<file path="config.mk">
export PLATFORM = sky130hd
export DESIGN_NAME = decimal_rgb_triplet_parser_flat
export DESIGN_NICKNAME = d
export VERILOG_FILES = /design/src/hdl/drgb_pkg.sv /design/src/hdl/drgb_char_if.sv /design/src/hdl/drgb_result_if.sv /design/src/hdl/decimal_rgb_triplet_parser.sv /design/src/flat_wrapper.sv
export SDC_FILE = /design/constraint.sdc
export NUM_CORES = 1
export LEC_CHECK = 0
export ABC_AREA = 1
export BUFFER_PORTS_ARGS = -buffer_cell sky130_fd_sc_hd__buf_4
export CAP_MARGIN = 15
export CORE_MARGIN = 1
export CORE_UTILIZATION = 55
export DETAILED_ROUTE_END_ITERATION = 8
export PLACE_DENSITY = 0.71
export SYNTH_ARGS = -nofsm -noshare
export SYNTH_HDL_FRONTEND = slang
export SYNTH_SLANG_ARGS = --single-unit
export TNS_END_PERCENT = 5
</file>
<file path="constraint.sdc">
create_clock -name clk -period 18.49 [get_ports clk]
set_input_delay 3.698 -clock clk [delete_from_list [all_inputs] [get_ports clk]]
set_output_delay 3.698 -clock clk [all_outputs]
set_load 0.03 [all_outputs]
</file>
<file path="src/hdl/drgb_pkg.sv">
// types and constants shared by the decimal rgb triplet parser
// no dependencies; compile first

package drgb_pkg;

  localparam int unsigned CharWidth   = 8;
  localparam int unsigned ValueWidth  = 10;
  localparam int unsigned CountWidth  = 3;
  localparam int unsigned FieldWidth  = 2;
  localparam int unsigned NumFields   = 3;
  localparam int unsigned RgbWidth    = 24;
  localparam int unsigned KindWidth   = 3;

  // character codes
  localparam logic [CharWidth-1:0] CH_NUL   = 8'h00;
  localparam logic [CharWidth-1:0] CH_TAB   = 8'h09;
  localparam logic [CharWidth-1:0] CH_SPACE = 8'h20;
  localparam logic [CharWidth-1:0] CH_COMMA = 8'h2c;
  localparam logic [CharWidth-1:0] CH_ZERO  = 8'h30;
  localparam logic [CharWidth-1:0] CH_NINE  = 8'h39;

  // field index once all three values have ended, also "no long value"
  localparam logic [FieldWidth-1:0] FIELD_DONE = 2'd3;

  // digit counter limits
  localparam logic [CountWidth-1:0] DIGITS_ADDED = 3'd3;
  localparam logic [CountWidth-1:0] DIGITS_SAT   = 3'd4;

  localparam logic [ValueWidth-1:0] CHANNEL_MAX = 10'd255;

  typedef enum logic [KindWidth-1:0] {
    ERR_NONE    = 3'd0,
    ERR_LONG    = 3'd1,
    ERR_CHAR    = 3'd2,
    ERR_MISSING = 3'd3,
    ERR_RANGE   = 3'd4
  } error_kind_t;

  typedef struct packed {
    logic [FieldWidth-1:0] field_index;
    logic                  in_digits;
    logic                  comma_taken;
    logic                  at_line_start;
    logic [CountWidth-1:0] digit_count;
    logic [FieldWidth-1:0] first_long_field;
    logic                  bad_seen;
    logic [CharWidth-1:0]  bad_char;
    logic [NumFields-1:0]  missing_mask;
  } parse_state_t;

  localparam parse_state_t PARSE_RESET = '{
    field_index:      2'd0,
    in_digits:        1'b0,
    comma_taken:      1'b0,
    at_line_start:    1'b1,
    digit_count:      3'd0,
    first_long_field: FIELD_DONE,
    bad_seen:         1'b0,
    bad_char:         8'h00,
    missing_mask:     3'b000
  };

endpackage

</file>
<file path="src/hdl/drgb_char_if.sv">
// character channel of the decimal rgb triplet parser
// depends on drgb_pkg

interface drgb_char_if;
  logic                           valid;
  logic                           ready;
  logic [drgb_pkg::CharWidth-1:0] ch;

  modport source (output valid, output ch, input ready);
  modport sink   (input valid, input ch, output ready);
endinterface

</file>
<file path="src/hdl/drgb_result_if.sv">
// result channel of the decimal rgb triplet parser
// depends on drgb_pkg

interface drgb_result_if;
  logic                            valid;
  logic                            ready;
  logic                            ok;
  logic [drgb_pkg::RgbWidth-1:0]   rgb;
  logic [drgb_pkg::KindWidth-1:0]  error_kind;
  logic [drgb_pkg::ValueWidth-1:0] error_detail;

  modport source (output valid, output ok, output rgb, output error_kind,
                  output error_detail, input ready);
  modport sink   (input valid, input ok, input rgb, input error_kind,
                  input error_detail, output ready);
endinterface

</file>
<file path="src/hdl/decimal_rgb_triplet_parser.sv">
// decimal rgb triplet parser, top level
// depends on drgb_pkg, drgb_char_if, drgb_result_if

// Takes a text line one character per transaction on chars and, when the
// line-ending NUL character arrives, delivers one transaction on result:
// either ok with the packed colour red<<16 | green<<8 | blue, or an error
// kind and detail (long value, bad or trailing character, missing value,
// value over 255, in that priority). Characters other than NUL give no
// result. The block takes one character every clock cycle, except for the
// stall named below, with no gaps between lines; each character passes an
// input register and one step of parse logic that updates the line state,
// and a NUL in the input register loads the result register. The only
// stall is a NUL waiting on a result register that is still full.

module decimal_rgb_triplet_parser (
  input logic           clk,
  input logic           rst,
  drgb_char_if.sink     chars,
  drgb_result_if.source result
);

  // input register
  logic                           s1_valid;
  logic [drgb_pkg::CharWidth-1:0] s1_ch;
  logic                           s1_nul;
  logic                           s1_go;

  // line state
  drgb_pkg::parse_state_t          st;
  drgb_pkg::parse_state_t          st_next;
  logic [drgb_pkg::ValueWidth-1:0] chan     [drgb_pkg::NumFields];
  logic [drgb_pkg::ValueWidth-1:0] chan_next[drgb_pkg::NumFields];

  // result register
  logic                            res_valid;
  logic                            res_ok;
  logic [drgb_pkg::RgbWidth-1:0]   res_rgb;
  drgb_pkg::error_kind_t           res_kind;
  logic [drgb_pkg::ValueWidth-1:0] res_detail;

  // values computed for the line as it ends
  drgb_pkg::parse_state_t          fin;
  logic                            fin_ok;
  logic [drgb_pkg::RgbWidth-1:0]   fin_rgb;
  drgb_pkg::error_kind_t           fin_kind;
  logic [drgb_pkg::ValueWidth-1:0] fin_detail;

  logic is_blank;
  logic is_digit;
  logic [drgb_pkg::ValueWidth-1:0] digit_val;

  // a NUL may only move on when the result register can take it
  assign s1_nul      = (s1_ch == drgb_pkg::CH_NUL);
  assign s1_go       = s1_valid && (!s1_nul || !res_valid || result.ready);
  assign chars.ready = !s1_valid || s1_go;

  always_ff @(posedge clk) begin
    if (rst) begin
      s1_valid <= 1'b0;
    end else if (chars.ready) begin
      s1_valid <= chars.valid;
    end
    if (chars.ready && chars.valid) begin
      s1_ch <= chars.ch;
    end
  end

  assign is_blank  = (s1_ch == drgb_pkg::CH_SPACE) || (s1_ch == drgb_pkg::CH_TAB);
  assign is_digit  = (s1_ch >= drgb_pkg::CH_ZERO) && (s1_ch <= drgb_pkg::CH_NINE);
  assign digit_val = {2'b00, s1_ch - drgb_pkg::CH_ZERO};

  // one character step: each pass either takes the character or closes the
  // current value, so three passes cover every case
  always_comb begin
    logic consumed;
    logic ends_value;
    logic good;
    fin      = st;
    consumed = 1'b0;
    for (int j = 0; j < drgb_pkg::NumFields; j++) begin
      chan_next[j] = chan[j];
    end
    for (int i = 0; i < drgb_pkg::NumFields; i++) begin
      ends_value = 1'b0;
      good       = 1'b0;
      if (!consumed && fin.field_index != drgb_pkg::FIELD_DONE) begin
        if (!fin.in_digits) begin
          if (is_blank) begin
            consumed = 1'b1;
          end else if (!fin.comma_taken && s1_ch == drgb_pkg::CH_COMMA &&
                       !fin.at_line_start) begin
            fin.comma_taken = 1'b1;
            consumed        = 1'b1;
          end else if (is_digit) begin
            fin.in_digits   = 1'b1;
            fin.digit_count = 3'd1;
            for (int j = 0; j < drgb_pkg::NumFields; j++) begin
              if (fin.field_index == j[drgb_pkg::FieldWidth-1:0]) begin
                chan_next[j] = digit_val;
              end
            end
            consumed = 1'b1;
          end else begin
            ends_value = 1'b1;
          end
        end else begin
          if (is_digit) begin
            // digits past the third are counted but not added
            for (int j = 0; j < drgb_pkg::NumFields; j++) begin
              if (fin.field_index == j[drgb_pkg::FieldWidth-1:0] &&
                  fin.digit_count < drgb_pkg::DIGITS_ADDED) begin
                chan_next[j] = (chan_next[j] << 3) + (chan_next[j] << 1) + digit_val;
              end
            end
            if (fin.digit_count < drgb_pkg::DIGITS_SAT) begin
              fin.digit_count = fin.digit_count + 3'd1;
            end
            consumed = 1'b1;
          end else begin
            ends_value = 1'b1;
            good = (s1_ch == drgb_pkg::CH_NUL) || (s1_ch == drgb_pkg::CH_COMMA) || is_blank;
          end
        end
        if (ends_value) begin
          if (good) begin
            if (fin.digit_count > drgb_pkg::DIGITS_ADDED &&
                fin.first_long_field == drgb_pkg::FIELD_DONE) begin
              fin.first_long_field = fin.field_index;
            end
          end else begin
            for (int j = 0; j < drgb_pkg::NumFields; j++) begin
              if (fin.field_index == j[drgb_pkg::FieldWidth-1:0]) begin
                fin.missing_mask[j] = 1'b1;
              end
            end
          end
          fin.field_index = fin.field_index + 2'd1;
          fin.in_digits   = 1'b0;
          fin.comma_taken = 1'b0;
          fin.digit_count = 3'd0;
        end
      end
    end
    // first character left over once all values are closed
    if (!consumed && !s1_nul && !fin.bad_seen) begin
      fin.bad_seen = 1'b1;
      fin.bad_char = s1_ch;
    end
    fin.at_line_start = 1'b0;
  end

  // result selection in priority order
  always_comb begin
    fin_ok     = 1'b0;
    fin_rgb    = '0;
    fin_kind   = drgb_pkg::ERR_NONE;
    fin_detail = '0;
    if (fin.first_long_field != drgb_pkg::FIELD_DONE) begin
      fin_kind   = drgb_pkg::ERR_LONG;
      fin_detail = {8'd0, fin.first_long_field};
    end else if (fin.bad_seen) begin
      fin_kind   = drgb_pkg::ERR_CHAR;
      fin_detail = {2'b00, fin.bad_char};
    end else if (fin.missing_mask != 3'b000) begin
      fin_kind   = drgb_pkg::ERR_MISSING;
      fin_detail = fin.missing_mask[0] ? 10'd0 : (fin.missing_mask[1] ? 10'd1 : 10'd2);
    end else if (chan_next[0] > drgb_pkg::CHANNEL_MAX) begin
      fin_kind   = drgb_pkg::ERR_RANGE;
      fin_detail = chan_next[0];
    end else if (chan_next[1] > drgb_pkg::CHANNEL_MAX) begin
      fin_kind   = drgb_pkg::ERR_RANGE;
      fin_detail = chan_next[1];
    end else if (chan_next[2] > drgb_pkg::CHANNEL_MAX) begin
      fin_kind   = drgb_pkg::ERR_RANGE;
      fin_detail = chan_next[2];
    end else begin
      fin_ok  = 1'b1;
      fin_rgb = {chan_next[0][7:0], chan_next[1][7:0], chan_next[2][7:0]};
    end
  end

  // line state returns to reset after the NUL
  assign st_next = s1_nul ? drgb_pkg::PARSE_RESET : fin;

  always_ff @(posedge clk) begin
    if (rst) begin
      st <= drgb_pkg::PARSE_RESET;
      for (int j = 0; j < drgb_pkg::NumFields; j++) begin
        chan[j] <= '0;
      end
    end else if (s1_go) begin
      st <= st_next;
      for (int j = 0; j < drgb_pkg::NumFields; j++) begin
        chan[j] <= s1_nul ? '0 : chan_next[j];
      end
    end
  end

  // result register, refilled in the same cycle it is drained
  always_ff @(posedge clk) begin
    if (rst) begin
      res_valid <= 1'b0;
    end else if (s1_go && s1_nul) begin
      res_valid <= 1'b1;
    end else if (result.ready) begin
      res_valid <= 1'b0;
    end
    if (s1_go && s1_nul) begin
      res_ok     <= fin_ok;
      res_rgb    <= fin_rgb;
      res_kind   <= fin_kind;
      res_detail <= fin_detail;
    end
  end

  assign result.valid        = res_valid;
  assign result.ok           = res_ok;
  assign result.rgb          = res_rgb;
  assign result.error_kind   = res_kind;
  assign result.error_detail = res_detail;

`ifndef ASSERT_OFF
  a_ok_no_error: assert property (@(posedge clk) disable iff (rst)
    res_valid && res_ok |-> res_kind == drgb_pkg::ERR_NONE)
    else $error("ok result carries an error kind");

  a_error_no_rgb: assert property (@(posedge clk) disable iff (rst)
    res_valid && !res_ok |-> res_rgb == '0 && res_kind != drgb_pkg::ERR_NONE)
    else $error("error result carries a colour or no kind");

  a_line_restart: assert property (@(posedge clk) disable iff (rst)
    s1_go && s1_nul |=> st.field_index == 2'd0 && st.at_line_start &&
                        !st.bad_seen && st.missing_mask == 3'b000)
    else $error("line state not cleared after line end");

  a_done_idle: assert property (@(posedge clk) disable iff (rst)
    st.field_index == drgb_pkg::FIELD_DONE |-> !st.in_digits && st.digit_count == 3'd0)
    else $error("value still open after all fields ended");

  a_nul_stall: assert property (@(posedge clk) disable iff (rst)
    s1_valid && s1_nul && res_valid && !result.ready |=> s1_valid && s1_nul)
    else $error("line end lost while result stalled");
`endif

endmodule

</file>
<file path="src/flat_wrapper.sv">
// flat-port wrapper written by rule: the top's interface ports become plain ports
module decimal_rgb_triplet_parser_flat 
  (clk, rst, chars_valid, chars_ch, chars_ready, result_valid, result_ok, result_rgb, result_error_kind, result_error_detail, result_ready);
  drgb_char_if chars_i ();
  drgb_result_if result_i ();
  input logic clk;
  input logic rst;
  input wire logic [$bits(chars_i.valid)-1:0] chars_valid;
  input wire logic [$bits(chars_i.ch)-1:0] chars_ch;
  output wire logic [$bits(chars_i.ready)-1:0] chars_ready;
  output wire logic [$bits(result_i.valid)-1:0] result_valid;
  output wire logic [$bits(result_i.ok)-1:0] result_ok;
  output wire logic [$bits(result_i.rgb)-1:0] result_rgb;
  output wire logic [$bits(result_i.error_kind)-1:0] result_error_kind;
  output wire logic [$bits(result_i.error_detail)-1:0] result_error_detail;
  input wire logic [$bits(result_i.ready)-1:0] result_ready;
  assign chars_i.valid = chars_valid;
  assign chars_i.ch = chars_ch;
  assign chars_ready = chars_i.ready;
  assign result_valid = result_i.valid;
  assign result_ok = result_i.ok;
  assign result_rgb = result_i.rgb;
  assign result_error_kind = result_i.error_kind;
  assign result_error_detail = result_i.error_detail;
  assign result_i.ready = result_ready;
  decimal_rgb_triplet_parser u_core (.clk(clk), .rst(rst), .chars(chars_i), .result(result_i));
endmodule
</file>
==> impl_metrics.ini, run 1 <==
[hold_path]
hold_path.class = register to register

[yosys]
ys_ff_latch = 100
async_flop_share_pct = 0
synth-seq-area-share_pct = 23.16
synth_edf_count = 76
syn_nets = 1806
synthDistinctLibCells = 63
postSynthAreaPerCell_um2 = 7.308
syn_inst = 1632
yosysWarnings = 0
yosys_most_used_dff = edfxtp_1
syn-cell-area_um2 = 11930

[setup_path]
slowest_delay_ns = 0.57
cp_max_fo = 25
rrSetupSlack_ns = 10.05
slowest_stage = fa_1
cp.arrival_ns = 8.64
critical_path_class = register to register
cp_common_cell = inv_1
cp-end-kind = register
cp.required_ns = 18.69
critPathLaunchType = register

[clock_network]
numCtsBuffers = 9
h-tree-depth = 3
cts_tree = done
root_buffer = clkbuf_16
cts_resized = 0
worstSkewPairLatency_ns = 0.36
clk_pin_slew_ns = 0.08
clock_sinks = 100
cts_buffer_depth = 2
post_cts_buffers = 0
hold_buffers = 0

[finish]
insertedDiodeCount = 0
drive_above_1_share_pct = 11.16
layout-area-overhead-vs-synth_pct = 7.711
nNetsFinal = 1844

[pwr]
cellPowerDensity_nw_per_um2 = 143.2
power_frac_clock_pct = 10.3
p_total_uw = 1839
vdd_drop_max_mv = 0.1609
switching_share_pct = 55.14
leakage_uw = 0.006269
p_comb_share_pct = 75.0
p_int_uw = 825.0
switching_power_uw = 1014
sequentialPowerShare_pct = 14.7

[timing]
period_share_pct = 45.66
worst_pin_slew_ns = 1.011
fmax_ghz = 0.1184
drv_slew = 0
fin_skew_ns = 0.007281
rsz0062_at_grt = no
period_needed_ns = 8.443
fin_tns_setup_ns = 0
hold_violations = 0
setup_viol = 0
max_slew_margin_pct = 32.48

[drt]
drc = 0
routed_wl_mm = 38.30
wire_per_inst_um = 19.64
drtAntennaViolNets = 0
via_count = 11656
vias_per_cell = 5.977
first_pass_iters = 6
first_iter_violations = 1254

[floorplan]
die_y_um = 149.3
rows = 53
die_area_um2 = 22280
coreArea_um2 = 21150
initial_core_util_pct = 56.38
io_pins = 52
fp.dieW_um = 149.3

[flow_run]
maxCapViolations = 0

[global_routing]
grt.met1_usage_pct = 46.11
grt_util_met3_pct = 4.557
grt_overflow = 0
track_usage_pct = 35.19
grt_pass1_vias = 10935
grt_use_met2_pct = 56.51
busiest_layer = met2
grt_max_degree = 47
antenna_found_initial = 0
grt_pass1_wl_mm = 59.46

[run_status]
status = finished clean

[place]
dpl.hpwl_mm = 29.43
place_congestion = 1.061
portBuffers = 51
placed cells by master, fill, tap and decap left out, types with 7 or more instances in the layout:
| cell type | count |
|---|---|
| clkbuf_16 | 9 |
| dfxtp_1 | 24 |
| inv_2 | 21 |
| a31oi_1 | 21 |
| o21ai_1 | 16 |
| edfxtp_1 | 76 |
| nand2_2 | 14 |
| xor2_1 | 22 |
| inv_1 | 280 |
| nor2_4 | 7 |
| xnor2_1 | 21 |
| ha_1 | 110 |
| nor2_2 | 31 |
| nand3b_1 | 8 |
| a22oi_1 | 15 |
| nand3_1 | 89 |
| fa_1 | 52 |
| nand4_1 | 16 |
| nand2_1 | 282 |
| o21bai_1 | 7 |
| nand3_2 | 7 |
| o211ai_1 | 14 |
| o22ai_1 | 24 |
| buf_4 | 64 |
| a21oi_1 | 125 |
| nor2_1 | 134 |
| o21ai_0 | 97 |
synth_stat cells, types with 8 or more instances:
master / n / area (um^2)
nor2_2: 31 / 193.9
xnor2_1: 21 / 183.9
dfxtp_1: 24 / 480.5
edfxtp_1: 76 / 2282
o22ai_1: 24 / 150.1
nand2_1: 282 / 1059
nand3b_1: 8 / 60.06
clkbuf_1: 22 / 82.58
o21ai_0: 97 / 485.5
a22oi_1: 15 / 112.6
ha_1: 110 / 1376
a21oi_1: 125 / 625.6
o211ai_1: 14 / 105.1
nand2_2: 14 / 87.58
inv_2: 21 / 78.83
nand4_1: 16 / 100.1
o21ai_1: 16 / 80.08
nand3_1: 89 / 445.4
nor2_1: 134 / 503.0
fa_1: 52 / 1041
a31oi_1: 21 / 131.4
xor2_1: 22 / 192.7
inv_1: 280 / 1051
routing by layer:
layer  up-vias  wire length [um]
met5         -                 0
met4         0              2037
met3       119              3368
met2       626             17320
met1      5414             15580
li1       5497                 -
sequential cells by signal, indices dropped and copies added (netlist names):
register,count
u_core.result.valid,1
u_core.s1_valid,1
u_core.result.ok,1
u_core.result.rgb,24
u_core.result.error_detail,10
u_core.result.error_kind,3
u_core.st,22
u_core.chan,30
u_core.s1_ch,8
metrics by stage:
step	setup WS, ns	cell area (um^2)	utilization (%)	hold WS (ns)	instances
floorplan	10.69	11930	-	0.4286	1632
global placement	10.37	12560	59.37	0.4426	1934
detailed placement	10.25	12560	59.37	0.4481	1934
CTS	10.22	12850	60.73	0.4659	1950
global route	9.398	12850	60.73	0.5075	1950
finish	10.05	12850	60.73	0.4681	1950
layout make-up:
class | instances | area [um^2]
fillers | 2012 | 8308
multi-input cells | 1190 | 7825
flip-flops and latches | 100 | 2763
inverters | 305 | 1147
repair buffers | 64 | 480.5
well taps | 275 | 344.1
clock buffers | 10 | 229.0
clock inverters | 6 | 57.56
path summary, 6_finish.rpt:
path,from,end,cells after the start
max,u_core.s1_ch[4],u_core.result.rgb[14],37
min,u_core.st[3],u_core.st[3],2
max reg2reg,u_core.s1_ch[4],u_core.result.rgb[14],37
min reg2reg,u_core.st[3],u_core.st[3],2
cell families (layout without fill, tap and decap cells):
| logic type | Yosys count | in the layout | synth area share (%) |
|---|---|---|---|
| AOI/OAI and AO/OA | 359 | 359 | 17.47 |
| DFF | 100 | 100 | 23.16 |
| adders and majority gates | 162 | 162 | 20.27 |
| and+or+nand+nor | 625 | 625 | 24.63 |
| muxes | 1 | 1 | 0.08393 |
| buffers and inverters | 342 | 385 | 11.23 |
| xor gates and xnor gates | 43 | 43 | 3.158 |
critical path: cells and delay by family, from the launching register on:
kind | cells | cell delay, ns
DFF | 1 | 0.32
adders and majority gates | 5 | 2.28
and+or+nand+nor | 17 | 2.84
AOI/OAI and AO/OA | 8 | 1.62
buffers and inverters | 7 | 1.19
power groups by stage:
stage	combinational (uW)	clock (uW)	sequential (uW)
6_report	1380	189	271
3_5_place_dp	1340	0	275
2_1_floorplan	1010	0	273
4_1_cts	1350	191	270
5_1_grt	1530	198	272
3_3_place_gp	1330	0	275
(Power assumes the default switching activity.)
==> run 2: changes to the inputs <==
PLACE_DENSITY = 0.74   (was 0.71)
clock period = 7.49 ns   (was 18.49 ns; I/O delays follow)
==> run 2 against run 1 <==
Net effect: sequential power grew 150%; routed wire length up 4.4%; clock-buffer cell count unchanged; die area unchanged; fmax increased by 20%; flip-flop and latch count stayed put; largest cell class unchanged; critical path type unchanged; largest power group unchanged.
==> impl_metrics.ini, run 2 (synthesized netlist as in run 1, its figures left out) <==
[setup_path]
slowest_stage = edfxtp_1
cp.arrival_ns = 7.15
crit_family = adder cells
critical_path_class = register to register
ff2ff_path_depth = 39
rr_endpoint = u_core.result.error_detail[4]
cp_common_cell = inv_1
cp.required_ns = 7.59
path_buf_inv = 9
critPathLaunchType = register
cp-end-kind = register
rrSetupSlack_ns = 0.44
timing.rr.start = u_core.s1_ch[2]
slowest_delay_ns = 0.57
cp_max_fo = 8

[timing]
setup_viol = 0
period_share_pct = 94.14
fin_skew_ns = 0.01230
fin_tns_setup_ns = 0
max_slew_margin_pct = 31.01
drv_slew = 0
worst_pin_slew_ns = 1.035
fmax_ghz = 0.1418
hold_violations = 0
period_needed_ns = 7.051

[floorplan]
rows = 53
coreArea_um2 = 21150
fp.dieW_um = 149.3
io_pins = 52
die_area_um2 = 22280
die_y_um = 149.3
initial_core_util_pct = 56.38

[finish]
utilization_pct = 62.05
nNetsFinal = 1873
final_cell_mix = 282 x nand2_1, 280 x inv_1, 133 x nor2_1, 124 x a21oi_1, 110 x ha_1
ff_latch_area_um2 = 2763
drive_above_1_share_pct = 13.20
num-fill-cells = 2025
final_area_um2 = 13130
top_register = u_core.chan
largest_reg_flops = 30
multi_input_area_um2 = 7871
insertedDiodeCount = 0
stdcell_count = 1979
layout-area-overhead-vs-synth_pct = 10.05
final_common_cell = nand2_1

[pwr]
cellPowerDensity_nw_per_um2 = 353.2
vdd_drop_max_mv = 0.3484
leakage_uw = 0.006416

[drt]
first_iter_violations = 979
drc = 0
via_count = 11717
vias_per_cell = 5.921
wire_per_inst_um = 20.20
drtAntennaViolNets = 0
routed_wl_mm = 39.98
first_pass_iters = 5

[global_routing]
grt_pass1_vias = 11032
grt_max_degree = 47
grt_overflow = 0
track_usage_pct = 36.61
grt_pass1_wl_mm = 61.09
antenna_found_initial = 0

[clock_network]
hold_buffers = 0
worstSkewPairLatency_ns = 0.36
clock_sinks = 100
numCtsBuffers = 9
root_buffer = clkbuf_16
h-tree-depth = 3
cts_tree = done
cts_buffer_depth = 2
clk_pin_slew_ns = 0.08

[place]
dpl.hpwl_mm = 31.77
portBuffers = 51
place_congestion = 1.011
dp_cells = 1957
place_area_um2 = 12730

[hold_path]
hold_path_depth = 2
hold_path.class = register to register
whs_endpoint = u_core.st[3]
min_from = u_core.st[3]

[flow_run]
maxCapViolations = 0

[run_status]
status = finished clean
run 2: cell types whose count changed in the layout (fill, tap and decap cells not counted), moves of 2 or more:
cell / before / now
inv_6: 0 / 5
inv_8: 2 / 0
clkinv_4: 4 / 1
a22oi_2: 0 / 3
o21ai_1: 16 / 18
o21ai_0: 97 / 95
a22oi_1: 15 / 12
buf_4: 64 / 91
run 2: worst max-delay path by stage:
stage	start	endpoint	slack [ns]	cells after the start
5_1_grt	u_core.s1_ch[4]	u_core.result.error_detail[4]	-0.03	40
4_1_cts	u_core.s1_ch[1]	u_core.result.rgb[16]	0.08	35
3_5_place_dp	u_core.s1_ch[1]	u_core.result.rgb[16]	0.12	35
2_1_floorplan	u_core.s1_ch[4]	u_core.result.error_detail[4]	0.59	40
3_3_place_gp	u_core.s1_ch[1]	u_core.result.rgb[16]	0.20	35
6_report	u_core.s1_ch[2]	u_core.result.error_detail[4]	0.44	39
run 2: cell type report:
type | instances | area share (%)
clock buffers | 10 | 1.745
clock inverters | 6 | 0.4004
inverters | 305 | 8.770
multi-input cells | 1190 | 59.97
flip-flops and latches | 100 | 21.05
well taps | 275 | 2.622
repair buffers | 93 | 5.443
run 2: layer usage:
layer | vias up | GRT usage [%] | part of all wire, % | wire (um)
met2 | 523 | 59.74 | 46 | 18270
met1 | 5537 | 47.22 | 41 | 16290
li1 | 5549 | - | - | -
met5 | - | 0 | 0 | 0
met4 | 0 | 18.62 | 5.0 | 1994
met3 | 108 | 5.138 | 8.6 | 3422
run 2: per-stage QoR:
stage / power, uW / worst slack [ns] / hold WS (ns)
finish: 4636 / 0.4391 / 0.4703
global route: 5040 / -0.03129 / 0.5042
CTS: 4561 / 0.07521 / 0.4664
detailed placement: 4068 / 0.1164 / 0.4457
global placement: 4029 / 0.2029 / 0.4388
floorplan: 3177 / 0.5878 / 0.4286
run 2: power by group:
group	internal, uW	switching [uW]	leakage [uW]
clock network	233	239	0.000139
logic	1210	2280	0.00527
registers	637	33.3	0.00100
run 2: tightest hold or removal path, cell delays in order, from the launching register on:
cell and delay (ns):
dfxtp_1 0.34, nand2_1 0.05, o21ai_0 0.05
run 2: timing repair:
action	CTS	global route
endpoints found under the hold margin	0	0
setup buffers	0	6
resized for setup	0	13
setup endpoints to repair	0	36
